--- config.mk ---
export PLATFORM = sky130hd
export DESIGN_NAME = base64_decoder_utf8_check
export DESIGN_NICKNAME = d
export VERILOG_FILES = /design/src/rtl/b64u_pkg.sv /design/src/rtl/b64u_front.sv /design/src/rtl/b64u_back.sv /design/src/rtl/base64_decoder_utf8_check.sv
export SDC_FILE = /design/constraint.sdc
export NUM_CORES = 1
export LEC_CHECK = 0
export BUFFER_PORTS_ARGS = -buffer_cell sky130_fd_sc_hd__buf_2
export CORE_MARGIN = 4
export CORE_UTILIZATION = 35
export CTS_BUF_LIST = sky130_fd_sc_hd__clkbuf_2 sky130_fd_sc_hd__clkbuf_4 sky130_fd_sc_hd__clkbuf_8
export DETAILED_ROUTE_END_ITERATION = 8
export PLACE_DENSITY_LB_ADDON = 0.12
export SLEW_MARGIN = 20
export SYNTH_ARGS = -nofsm -noshare
export SYNTH_HDL_FRONTEND = slang
export SYNTH_HIERARCHICAL = 1
export SYNTH_SLANG_ARGS = --single-unit
--- constraint.sdc ---
create_clock -name clk -period 6.74 [get_ports clk]
set_input_delay 1.011 -clock clk [delete_from_list [all_inputs] [get_ports clk]]
set_output_delay 1.011 -clock clk [all_outputs]
set_load 0.05 [all_outputs]
--- src/rtl/b64u_pkg.sv ---
// ----------------------------------------------------------------------------
// b64u_pkg
// Shared types and codes for the base64 decoder with UTF-8 checking.
// ----------------------------------------------------------------------------
package b64u_pkg;

  // character classes passed from the front end to the back end
  localparam logic [1:0] CLS_SKIP = 2'd0;
  localparam logic [1:0] CLS_PAD  = 2'd1;
  localparam logic [1:0] CLS_SYM  = 2'd2;
  localparam logic [1:0] CLS_BAD  = 2'd3;

  // final status codes
  localparam logic [3:0] ST_OK        = 4'd0;
  localparam logic [3:0] ST_BAD_CHAR  = 4'd1;
  localparam logic [3:0] ST_AFTER_PAD = 4'd2;
  localparam logic [3:0] ST_TOO_LONG  = 4'd3;
  localparam logic [3:0] ST_EMPTY     = 4'd4;
  localparam logic [3:0] ST_DANGLING  = 4'd5;
  localparam logic [3:0] ST_PADS      = 4'd6;
  localparam logic [3:0] ST_BITS      = 4'd7;
  localparam logic [3:0] ST_UTF8      = 4'd8;

  // byte limit after reset
  localparam logic [23:0] MAX_BYTES_RESET = 24'd65536;

  // classified character, one queue entry
  typedef struct packed {
    logic [1:0] cls;
    logic [5:0] sym;
    logic       eos;
  } cmd_t;

  // one result: a decoded byte or a final status
  typedef struct packed {
    logic       is_status;
    logic [7:0] value;
    logic       last;
  } res_t;

endpackage

--- src/rtl/b64u_front.sv ---
// ----------------------------------------------------------------------------
// b64u_front
// Accepts characters, classifies them and holds them in a two-entry queue.
// ----------------------------------------------------------------------------
module b64u_front (
  input  logic             clk,
  input  logic             rst,
  input  logic             push,
  output logic             full,
  input  logic [7:0]       char_code,
  input  logic             char_present,
  input  logic             end_of_string,
  output logic             cmd_valid,
  output b64u_pkg::cmd_t   cmd,
  input  logic             cmd_take
);

  b64u_pkg::cmd_t slots [2];
  logic           rd_ptr;
  logic           wr_ptr;
  logic [1:0]     count;
  logic [1:0]     count_next;

  b64u_pkg::cmd_t entry;
  logic           accept;
  logic           keep;
  logic           blank;

  // classify the incoming character
  always_comb begin
    blank = (char_code == 8'h20) || (char_code == 8'h09) || (char_code == 8'h0a) ||
            (char_code == 8'h0d) || (char_code == 8'h0b) || (char_code == 8'h0c);
    entry.eos = end_of_string;
    entry.sym = 6'd0;
    entry.cls = b64u_pkg::CLS_BAD;
    if (!char_present || blank) begin
      entry.cls = b64u_pkg::CLS_SKIP;
    end else if (char_code == 8'h3d) begin
      entry.cls = b64u_pkg::CLS_PAD;
    end else if (char_code >= 8'h41 && char_code <= 8'h5a) begin
      entry.cls = b64u_pkg::CLS_SYM;
      entry.sym = 6'(char_code - 8'h41);
    end else if (char_code >= 8'h61 && char_code <= 8'h7a) begin
      entry.cls = b64u_pkg::CLS_SYM;
      entry.sym = 6'(char_code - 8'h61 + 8'd26);
    end else if (char_code >= 8'h30 && char_code <= 8'h39) begin
      entry.cls = b64u_pkg::CLS_SYM;
      entry.sym = 6'(char_code - 8'h30 + 8'd52);
    end else if (char_code == 8'h2b) begin
      entry.cls = b64u_pkg::CLS_SYM;
      entry.sym = 6'd62;
    end else if (char_code == 8'h2f) begin
      entry.cls = b64u_pkg::CLS_SYM;
      entry.sym = 6'd63;
    end
  end

  // items that carry no character or only a blank, and do not end the string, are dropped here
  assign full   = (count == 2'd2);
  assign accept = push && !full;
  assign keep   = accept && ((entry.cls != b64u_pkg::CLS_SKIP) || entry.eos);

  assign cmd_valid = (count != 2'd0);
  assign cmd       = slots[rd_ptr];

  always_comb begin
    count_next = count;
    if (keep && !cmd_take) begin
      count_next = count + 2'd1;
    end else if (!keep && cmd_take) begin
      count_next = count - 2'd1;
    end
  end

  // queue control
  always_ff @(posedge clk) begin
    if (rst) begin
      rd_ptr <= 1'b0;
      wr_ptr <= 1'b0;
      count  <= 2'd0;
    end else begin
      if (keep) begin
        wr_ptr <= ~wr_ptr;
      end
      if (cmd_take) begin
        rd_ptr <= ~rd_ptr;
      end
      count <= count_next;
    end
  end

  // queue storage
  always_ff @(posedge clk) begin
    if (keep) begin
      slots[wr_ptr] <= entry;
    end
  end

endmodule

--- src/rtl/b64u_back.sv ---
// ----------------------------------------------------------------------------
// b64u_back
// Decode state, byte limit, UTF-8 check and final status; result queue.
// ----------------------------------------------------------------------------
module b64u_back (
  input  logic             clk,
  input  logic             rst,
  input  logic             cfg_write_en,
  input  logic [23:0]      max_output_bytes,
  input  logic             cmd_valid,
  input  b64u_pkg::cmd_t   cmd,
  output logic             cmd_take,
  output logic             empty,
  input  logic             pop,
  output b64u_pkg::res_t   res
);

  // decode state
  logic [23:0] max_bytes;
  logic [11:0] acc,       acc_next;
  logic [2:0]  bit_cnt,   bit_cnt_next;
  logic [1:0]  pad_cnt,   pad_cnt_next;
  logic [1:0]  phase,     phase_next;
  logic        seen,      seen_next;
  logic [24:0] out_cnt,   out_cnt_next;
  logic [3:0]  first_err, first_err_next;
  logic [1:0]  u_rem,     u_rem_next;
  logic [2:0]  u_len,     u_len_next;
  logic [20:0] u_cp,      u_cp_next;
  logic        u_bad,     u_bad_next;

  logic [3:0]  bc_sum;
  logic [24:0] cnt_inc;
  logic        emit;
  logic [7:0]  byte_out;
  logic [20:0] cp_shift;
  logic        left_bits;
  logic [3:0]  final_st;

  // result queue
  b64u_pkg::res_t slots [4];
  logic [1:0]     rd_ptr;
  logic [1:0]     wr_ptr;
  logic [2:0]     count;
  logic           pop_ok;
  logic           do_emit;
  logic           do_end;
  logic [1:0]     n_push;
  b64u_pkg::res_t res_a;
  b64u_pkg::res_t res_b;

  assign cmd_take = cmd_valid && (count < 3'd3);

  // character step: padding, errors, bit accumulation, byte limit
  always_comb begin
    acc_next       = acc;
    bit_cnt_next   = bit_cnt;
    pad_cnt_next   = pad_cnt;
    phase_next     = phase;
    seen_next      = seen;
    out_cnt_next   = out_cnt;
    first_err_next = first_err;
    emit           = 1'b0;
    byte_out       = 8'd0;
    bc_sum         = {1'b0, bit_cnt} + 4'd6;
    cnt_inc        = out_cnt + 25'd1;
    if (cmd.cls != b64u_pkg::CLS_SKIP && first_err == b64u_pkg::ST_OK) begin
      if (cmd.cls == b64u_pkg::CLS_PAD) begin
        if (pad_cnt != 2'd3) begin
          pad_cnt_next = pad_cnt + 2'd1;
        end
      end else if (pad_cnt != 2'd0) begin
        first_err_next = b64u_pkg::ST_AFTER_PAD;
      end else if (cmd.cls == b64u_pkg::CLS_BAD) begin
        first_err_next = b64u_pkg::ST_BAD_CHAR;
      end else begin
        acc_next   = {acc[5:0], cmd.sym};
        phase_next = phase + 2'd1;
        seen_next  = 1'b1;
        if (bc_sum >= 4'd8) begin
          bit_cnt_next = 3'(bc_sum - 4'd8);
          out_cnt_next = cnt_inc;
          if (cnt_inc > {1'b0, max_bytes}) begin
            first_err_next = b64u_pkg::ST_TOO_LONG;
          end else begin
            emit     = 1'b1;
            byte_out = 8'(acc_next >> bit_cnt_next);
          end
        end else begin
          bit_cnt_next = bc_sum[2:0];
        end
      end
    end
  end

  // utf-8 check on each emitted byte
  always_comb begin
    u_rem_next = u_rem;
    u_len_next = u_len;
    u_cp_next  = u_cp;
    u_bad_next = u_bad;
    cp_shift   = {u_cp[14:0], byte_out[5:0]};
    if (emit && !u_bad) begin
      if (u_rem == 2'd0) begin
        if (byte_out[7]) begin
          if (byte_out[7:5] == 3'b110) begin
            u_len_next = 3'd2;
            u_cp_next  = {16'd0, byte_out[4:0]};
            u_rem_next = 2'd1;
          end else if (byte_out[7:4] == 4'b1110) begin
            u_len_next = 3'd3;
            u_cp_next  = {17'd0, byte_out[3:0]};
            u_rem_next = 2'd2;
          end else if (byte_out[7:3] == 5'b11110) begin
            u_len_next = 3'd4;
            u_cp_next  = {18'd0, byte_out[2:0]};
            u_rem_next = 2'd3;
          end else begin
            u_bad_next = 1'b1;
          end
        end
      end else if (byte_out[7:6] != 2'b10) begin
        u_bad_next = 1'b1;
        u_rem_next = 2'd0;
      end else begin
        u_cp_next  = cp_shift;
        u_rem_next = u_rem - 2'd1;
        if (u_rem == 2'd1) begin
          if ((u_len == 3'd2 && cp_shift < 21'h80) ||
              (u_len == 3'd3 && cp_shift < 21'h800) ||
              (u_len == 3'd4 && cp_shift < 21'h10000) ||
              (cp_shift > 21'h10FFFF) ||
              (cp_shift >= 21'hD800 && cp_shift <= 21'hDFFF)) begin
            u_bad_next = 1'b1;
          end
        end
      end
    end
  end

  // end-of-string verdict, first error wins
  always_comb begin
    case (bit_cnt_next)
      3'd0:    left_bits = 1'b0;
      3'd2:    left_bits = |acc_next[1:0];
      3'd4:    left_bits = |acc_next[3:0];
      default: left_bits = |acc_next[5:0];
    endcase
    if (first_err_next != b64u_pkg::ST_OK) begin
      final_st = first_err_next;
    end else if (!seen_next) begin
      final_st = b64u_pkg::ST_EMPTY;
    end else if (phase_next == 2'd1) begin
      final_st = b64u_pkg::ST_DANGLING;
    end else if (pad_cnt_next == 2'd3) begin
      final_st = b64u_pkg::ST_PADS;
    end else if (left_bits) begin
      final_st = b64u_pkg::ST_BITS;
    end else if (u_bad_next || u_rem_next != 2'd0) begin
      final_st = b64u_pkg::ST_UTF8;
    end else begin
      final_st = b64u_pkg::ST_OK;
    end
  end

  // register and decode state
  always_ff @(posedge clk) begin
    if (rst) begin
      max_bytes <= b64u_pkg::MAX_BYTES_RESET;
      acc       <= 12'd0;
      bit_cnt   <= 3'd0;
      pad_cnt   <= 2'd0;
      phase     <= 2'd0;
      seen      <= 1'b0;
      out_cnt   <= 25'd0;
      first_err <= b64u_pkg::ST_OK;
      u_rem     <= 2'd0;
      u_len     <= 3'd0;
      u_cp      <= 21'd0;
      u_bad     <= 1'b0;
    end else begin
      if (cfg_write_en) begin
        max_bytes <= max_output_bytes;
      end
      if (cmd_take && cmd.eos) begin
        acc       <= 12'd0;
        bit_cnt   <= 3'd0;
        pad_cnt   <= 2'd0;
        phase     <= 2'd0;
        seen      <= 1'b0;
        out_cnt   <= 25'd0;
        first_err <= b64u_pkg::ST_OK;
        u_rem     <= 2'd0;
        u_len     <= 3'd0;
        u_cp      <= 21'd0;
        u_bad     <= 1'b0;
      end else if (cmd_take) begin
        acc       <= acc_next;
        bit_cnt   <= bit_cnt_next;
        pad_cnt   <= pad_cnt_next;
        phase     <= phase_next;
        seen      <= seen_next;
        out_cnt   <= out_cnt_next;
        first_err <= first_err_next;
        u_rem     <= u_rem_next;
        u_len     <= u_len_next;
        u_cp      <= u_cp_next;
        u_bad     <= u_bad_next;
      end
    end
  end

  // results of this step, byte first then status
  always_comb begin
    do_emit = cmd_take && emit;
    do_end  = cmd_take && cmd.eos;
    n_push  = {1'b0, do_emit} + {1'b0, do_end};
    res_b.is_status = 1'b1;
    res_b.value     = {4'd0, final_st};
    res_b.last      = 1'b1;
    if (do_emit) begin
      res_a.is_status = 1'b0;
      res_a.value     = byte_out;
      res_a.last      = !cmd.eos;
    end else begin
      res_a = res_b;
    end
  end

  assign empty  = (count == 3'd0);
  assign pop_ok = pop && !empty;
  assign res    = slots[rd_ptr];

  // result queue control
  always_ff @(posedge clk) begin
    if (rst) begin
      rd_ptr <= 2'd0;
      wr_ptr <= 2'd0;
      count  <= 3'd0;
    end else begin
      wr_ptr <= wr_ptr + n_push;
      if (pop_ok) begin
        rd_ptr <= rd_ptr + 2'd1;
      end
      count <= count + {1'b0, n_push} - {2'd0, pop_ok};
    end
  end

  // result queue storage
  always_ff @(posedge clk) begin
    if (n_push != 2'd0) begin
      slots[wr_ptr] <= res_a;
    end
    if (n_push == 2'd2) begin
      slots[wr_ptr + 2'd1] <= res_b;
    end
  end

endmodule

--- src/rtl/base64_decoder_utf8_check.sv ---
// ----------------------------------------------------------------------------
// base64_decoder_utf8_check
// Streaming base64 decoder with byte limit and UTF-8 validation.
// ----------------------------------------------------------------------------
// Input channel: one character per transfer (push while full is low), with
// char_present and end_of_string. Output channel: a queue of results (pop
// while empty is low); each is a decoded byte (byte_valid) or, for the item
// that ends a string, the final status (status_valid). run_last marks the
// last result of an input item; an item gives zero, one or two results.
// max_output_bytes is written with cfg_write_en; the user must write it only
// while the block is idle, which the block itself does not enforce. The first
// result of an item passes the character queue and then the result queue.
// Throughput: one item per cycle, set by the decode step in the back end
// while the result queue holds under three results; an item with two
// results needs two pops. A stalled receiver fills the four-entry result
// queue to three results or more; the back end then stops taking from the
// two-entry character queue and full rises. Reset empties both queues,
// clears the string state and sets the byte limit to 65536.
// ----------------------------------------------------------------------------
module base64_decoder_utf8_check (
  input  logic        clk,
  input  logic        rst,
  input  logic        cfg_write_en,
  input  logic [23:0] max_output_bytes,
  input  logic        push,
  output logic        full,
  input  logic [7:0]  char_code,
  input  logic        char_present,
  input  logic        end_of_string,
  output logic        empty,
  input  logic        pop,
  output logic        byte_valid,
  output logic [7:0]  data_byte,
  output logic        status_valid,
  output logic [3:0]  status,
  output logic        run_last
);

  logic           cmd_valid;
  logic           cmd_take;
  b64u_pkg::cmd_t cmd;
  b64u_pkg::res_t res;

  // classify and queue characters
  b64u_front u_front (
    .clk           (clk),
    .rst           (rst),
    .push          (push),
    .full          (full),
    .char_code     (char_code),
    .char_present  (char_present),
    .end_of_string (end_of_string),
    .cmd_valid     (cmd_valid),
    .cmd           (cmd),
    .cmd_take      (cmd_take)
  );

  // decode, check and queue results
  b64u_back u_back (
    .clk              (clk),
    .rst              (rst),
    .cfg_write_en     (cfg_write_en),
    .max_output_bytes (max_output_bytes),
    .cmd_valid        (cmd_valid),
    .cmd              (cmd),
    .cmd_take         (cmd_take),
    .empty            (empty),
    .pop              (pop),
    .res              (res)
  );

  // unpack the result at the head of the queue
  assign byte_valid   = !res.is_status;
  assign status_valid = res.is_status;
  assign data_byte    = res.is_status ? 8'd0 : res.value;
  assign status       = res.is_status ? res.value[3:0] : b64u_pkg::ST_OK;
  assign run_last     = res.last;

endmodule

* After elaboration in Yosys (flattened, before gate mapping)
Memory sizes are Yosys's and may differ from the RTL's. A register that Yosys moved wholly into a read port is not among the register bits. Cells that the tools add are included.
Word-level totals: register bits 99, bits in writable memories 58, bits of input ports 39, output and inout port bits 17, word-level logic and storage cells 240, memories 2
Cells by class: add/sub/neg operators 19, order comparisons 15, equal/unequal tests 29, shifts and indexed selects 1, muxes and demuxes 94, bitwise operators 5, reductions and logical operators 57
Memory list:
- u_back.slots | depth 4, bits a word 10, rd ports 1, clocked after memory_dff 1, wr ports 2, line b64u_back.sv:41 | b64u_pkg::res_t slots [4];
- u_front.slots | depth 2, bits a word 9, rd ports 1, clocked after memory_dff 1, wr ports 1, line b64u_front.sv:18 | b64u_pkg::cmd_t slots [2];
Operator list (count):
- 15-bit two-way mux | 6
- 8-bit two-way mux | 10
- 4-bit two-way mux | 13
- 8-bit by 4-bit equality test with 1-bit output (second input constant) | 5
- 2-bit two-way mux | 20
- 6-bit two-way mux | 6
- 8-bit by 6-bit equality test with 1-bit output (second input constant) | 4
- 1-bit two-way mux | 27
- 25-bit by 1-bit adder with 25-bit output (second input constant) | 1
- 25-bit by 24-bit greater-than comparator with 1-bit output | 1
- 3-bit two-way mux | 8
- 21-bit by 16-bit greater-or-equal comparator with 1-bit output (second input constant) | 1
- 21-bit greater-than comparator (second input constant) | 1
- 21-bit by 16-bit less-or-equal comparator with 1-bit output (second input constant) | 1
- 21-bit by 12-bit < comparator with 1-bit output (second input constant) | 1
- 21-bit by 17-bit < comparator with 1-bit output (second input constant) | 1
- 21-bit by 8-bit < comparator with 1-bit output (second input constant) | 1
- 1-bit logical AND | 17
- 8-bit by 7-bit greater-or-equal comparator with 1-bit output (second input constant) | 2
- 8-bit by 7-bit less-or-equal comparator with 1-bit output (second input constant) | 2
- 7-bit two-way mux | 2
- 2-bit nonzero test | 7
- 1-bit logical OR | 12
- 12-bit by 3-bit right shift with 8-bit output | 1
- other kinds (39) | 70

* Logic depth before layout (Yosys ltp)
depth in word-level cells 28, gate-level depth with buffers 25, depth with buffers taken out 24

* Cells and area by module
Netlist, hierarchy kept.
By module, submodules not included:
- b64u_back | instances 1, cells an instance 839, area each 7522.2 um^2, sequential area each 2882.8 um^2
- b64u_front | instances 1, cells an instance 140, area each 1526.5 um^2, sequential area each 640.6 um^2
- base64_decoder_utf8_check | instances 1, cells an instance 14, area each 90.1 um^2, sequential area each 0.0 um^2

* Least setup slack after synthesis
OpenSTA, ideal clock, no wires.
path type reg2reg, start reg u_back.out_cnt[12], end reg u_back.count[2], library setup time 0.128 ns, data arrival time 4.974 ns, data required time 6.612 ns, slack 1.638 ns, cell stages (with the launch flop) 26, path buffers 1, period minus slack after synthesis 5.102 ns, cell sequence dfxtp_1 and4_1 and3_2 nand4_1 nor3_1 and3_2 nand3_1 xnor2_1 ha_1 and3_1 a221o_1 a31oi_2 o211ai_4 nor3_4 inv_1 clkbuf_1 ha_1 inv_1 ha_1 inv_1 ha_1 inv_1 fa_1 xnor2_1 xnor2_1 nor2_1
Between the ends: word-level cells in the longest chain between the ends 12
RTL lines:
- start: declaration | line b64u_back.sv:25 | logic [24:0] out_cnt, out_cnt_next;
- start signal: assignment | line b64u_back.sv:203 | out_cnt <= out_cnt_next;
- 25-bit by 1-bit adder with 25-bit output | line b64u_back.sv:66 | cnt_inc = out_cnt + 25'd1;
- via u_back.cnt_inc[23] | line b64u_back.sv:33 | logic [24:0] cnt_inc;
- 25-bit by 24-bit greater-than comparator with 1-bit output | line b64u_back.sv:83 | if (cnt_inc > {1'b0, max_bytes}) begin
- 1-bit two-way mux | line b64u_back.sv:83
- 1-bit two-way mux | line b64u_back.sv:80 | if (bc_sum >= 4'd8) begin
- 1-bit two-way mux | line b64u_back.sv:74 | end else if (cmd.cls == b64u_pkg::CLS_BAD) begin
- 1-bit two-way mux | line b64u_back.sv:72 | end else if (pad_cnt != 2'd0) begin
- 1-bit two-way mux | line b64u_back.sv:68 | if (cmd.cls == b64u_pkg::CLS_PAD) begin
- 1-bit two-way mux | line b64u_back.sv:67 | if (cmd.cls != b64u_pkg::CLS_SKIP && first_err == b64u_pkg::ST_OK) begin
- 1-bit logical AND | line b64u_back.sv:215 | do_emit = cmd_take && emit;
- 1-bit by 1-bit adder with 2-bit output | line b64u_back.sv:217 | n_push = {1'b0, do_emit} + {1'b0, do_end};
- 3-bit by 2-bit adder with 3-bit output | line b64u_back.sv:245 | count <= count + {1'b0, n_push} - {2'd0, pop_ok};
- 3-bit by 1-bit subtractor with 3-bit output | line b64u_back.sv:245
- end signal: assignment | line b64u_back.sv:245
- end: declaration | line b64u_back.sv:44 | logic [2:0] count;
The timed path passes the listed nets, and every way through them passes these cells. A chain may end at the register's enable or synchronous reset.

* Worst setup path after layout
start reg u_back.out_cnt[10], end reg u_back.count[2]
Same word-level chain as after synthesis.

==> impl_metrics.ini <==
[outcome]
status = finished, final reports clean

[synth]
yosysTopAreaCell = dfxtp_1
synthTopCellsByArea = dfxtp_1 (27%), edfxtp_1 (11%), ha_1 (6.3%)
synth_flop_cell = dfxtp_1
synth_nets = 1079
yosysSeqAreaShare_pct = 38.6
netlist_area_mm2 = 0.00914
synth_compound_area_share_pct = 15.6
synth_xor_area_share_pct = 5.56
syn_avg_cell_area_um2 = 9.20
synthCells = 993
synthSimpleGateAreaFrac_pct = 20.5
yosys.area_share.adder_pct = 6.52
synth_top_cell_area_share_pct = 27.4
async_flop_share_pct = 0
synth-edff-count = 34
yosysWarningCount = 6
synth_cell_type_count = 97
synth-seq-cells = 159
synth_top_family_by_area = simple AND/OR/NAND/NOR gates
muxShareOfSynthArea_pct = 8.35

[setup_path]
crit_path_max_fanout = 13
reg2regPathDepth = 25
startpoint_type = flip-flop
worst-r2r-setup-slack_ps = 1030
cp_top_family = simple AND/OR/NAND/NOR gates
end_kind = flip-flop
critical_path_depth = 25
critical_path_class = reg -> reg
cp.required_ps = 7090
worstPathArrival_ps = 6060
cp_num_buf_inv = 5
critPathSlowestCell = nor3_1
slowest_delay_ps = 450

[finish]
fill_cells = 2604
final_nets = 1117
multi_input_area_mm2 = 0.00517
seq_area_mm2 = 0.00352
layout-drive-gt1-share_pct = 15.2
antenna_cells = 0
synthToLayoutAreaGrowth_pct = 9.56
instances_no_fill = 1374
final_cell_mix = nor2_1 (125), dfxtp_1 (125), nand2_1 (72), inv_1 (56), buf_2 (55)

[cts]
clock_latency_ps = 470
cts_tree = yes
clk_path_buf_depth = 2
clk_pin_slew_ps = 90
numCtsBuffers = 17
cts_root_buffer = clkbuf_8
holdBufCountCts = 0
cts_setup_buffers = 0
cts.sinks = 159
cts_resized = 0
cts_max_level = 4

[grt]
grt_pass1_wl_mm = 36.2
antenna_found_initial = 0
grt_max_degree = 51
overflow = 0
grt_pass1_vias = 6744
grt_use_total_pct = 15.6

[drt]
drtPass1Iterations = 5
routed_wl_mm = 22.4
drtIter0Drc = 355
via_count = 7191
avgViaCountPerCell = 5.23
drc = 0
wire_per_inst_um = 16.3
ant_nets = 0

[floorplanning]
dieArea_mm2 = 0.0288
dieHeight_um = 170
floorplan.initialDensity_pct = 36.0
rows = 58
core-area_mm2 = 0.0254
die_w_um = 170
ios = 56

[sta]
finalHoldViolCount = 0
slew_viol_final = 0
setup_violations = 0
maxSlewHeadroom_pct = 42.2
post-route-period-util_pct = 84.7
clock_skew_ps = 21.3
max_freq_mhz = 175
post-route-min-period_ps = 5710
tightest_slew_ps = 857
rsz0062_at_grt = no
setup_tns_ps = 0

[placed_design]
dp_cells = 1342
port_buffers = 55
place_congestion = 0.817
place_hpwl_mm = 16.4

[power]
vdd_drop_max_mv = 0.163
p_per_area_mw_per_mm2 = 270
p_leak_nw = 3.88

[min_path]
min_path_cells = 2
holdCritPathClass = reg -> reg

[flow_run]
maxCapViolCount = 0
cells by family after synthesis:
| group | after synthesis |
|---|---|
| flip-flops | 159 |
| AO/OA/AOI/OAI | 204 |
| multiplexers | 59 |
| AND/OR/NAND/NOR | 367 |
| XOR/XNOR | 58 |
| buffers and inverters | 99 |
| adder cells (fa/ha/maj) | 47 |
power by group:
part	switching (mW)	internal (mW)
registers	0.0882	1.07
logic	0.556	0.298
clock network	0.394	0.303
total	1.04	1.67
path summary, 6_finish.rpt:
check                          start            endpoint
setup / recovery  u_back/out_cnt[10]     u_back/count[2]
hold / removal    u_back/slots[1][7]  u_back/slots[1][7]
setup reg to reg  u_back/out_cnt[10]     u_back/count[2]
hold reg to reg   u_back/slots[1][7]  u_back/slots[1][7]
sequential cells by signal, summed over array words and instances (netlist names), 2 cells and up, named ones only:
register          flops
u_back/u_len          3
u_back/first_err      4
u_back/bit_cnt        2
u_back/acc            6
u_front/slots        18
u_back/u_rem          2
u_back/u_cp          15
u_back/wr_ptr         2
u_back/slots         40
u_back/max_bytes     24
u_back/rd_ptr         2
u_back/out_cnt       25
u_front/count         2
u_back/phase          2
u_back/pad_cnt        2
u_back/count          3
routing by layer:
layer	part of all wire, %	up-vias	global-route usage (%)	routed length [um]
met5	0	-	0	0
met4	1.9	0	5.04	420
met3	4.0	30	2.84	899
met2	44	157	23.9	9870
met1	50	3376	22.3	11200
li1	-	3628	-	-
cells in the mapped netlist, drive strengths merged (5+ instances only):
cell / count
or3: 17
nand2: 75
nor4: 5
a21o: 8
clkbuf: 22
and2: 8
nand3: 29
inv: 57
nor2b: 18
mux2: 15
xor2: 27
nor3: 20
a21oi: 49
nor2: 127
dfxtp: 125
a22oi: 6
edfxtp: 34
o22ai: 12
o21a: 6
a31oi: 9
mux2i: 32
a211oi: 8
ha: 46
mux4: 12
nand4: 13
a22o: 18
o21ai: 43
nand2b: 9
buf: 19
xnor2: 31
and3: 18
metrics by stage:
step	setup WS [ps]	util (%)	instance area, um^2	total power, mW	hold WS, ps
6_report	1030	39.4	10000	2.71	463
4_1_cts	1010	39.4	10000	2.75	469
3_5_place_dp	1040	37.9	9640	2.04	449
5_1_grt	524	39.4	10000	2.88	495
2_1_floorplan	1640	-	9140	1.82	420
3_3_place_gp	1210	37.9	9640	2.03	443
area by class of cell:
cell class	instances	share of cell area (%)
repair buffers	60	3.12
multi-input cells	735	51.6
inverters	58	2.17
flip-flops and latches	159	35.2
well taps	330	4.12
clock buffers	18	2.41
clock inverters	14	1.32
worst reg2reg max path, cell delays in order (launching register included):
cell      delay [ps]
dfxtp_1          430
and4_1           260
and3_2           260
nand4_1          240
nor3_1           450
and3_2           300
nand3_1          100
xnor2_1          150
ha_1             300
and3_1           210
a221o_1          310
a31oi_2          260
o211ai_4         140
nor3_4           110
buf_4            230
inv_1            220
ha_1             370
inv_1             50
ha_1             260
inv_1             60
ha_1             130
inv_1             40
fa_1             370
xnor2_1          180
xnor2_1          140
nor2_1            50
Power figures use the tool's default switching activity.
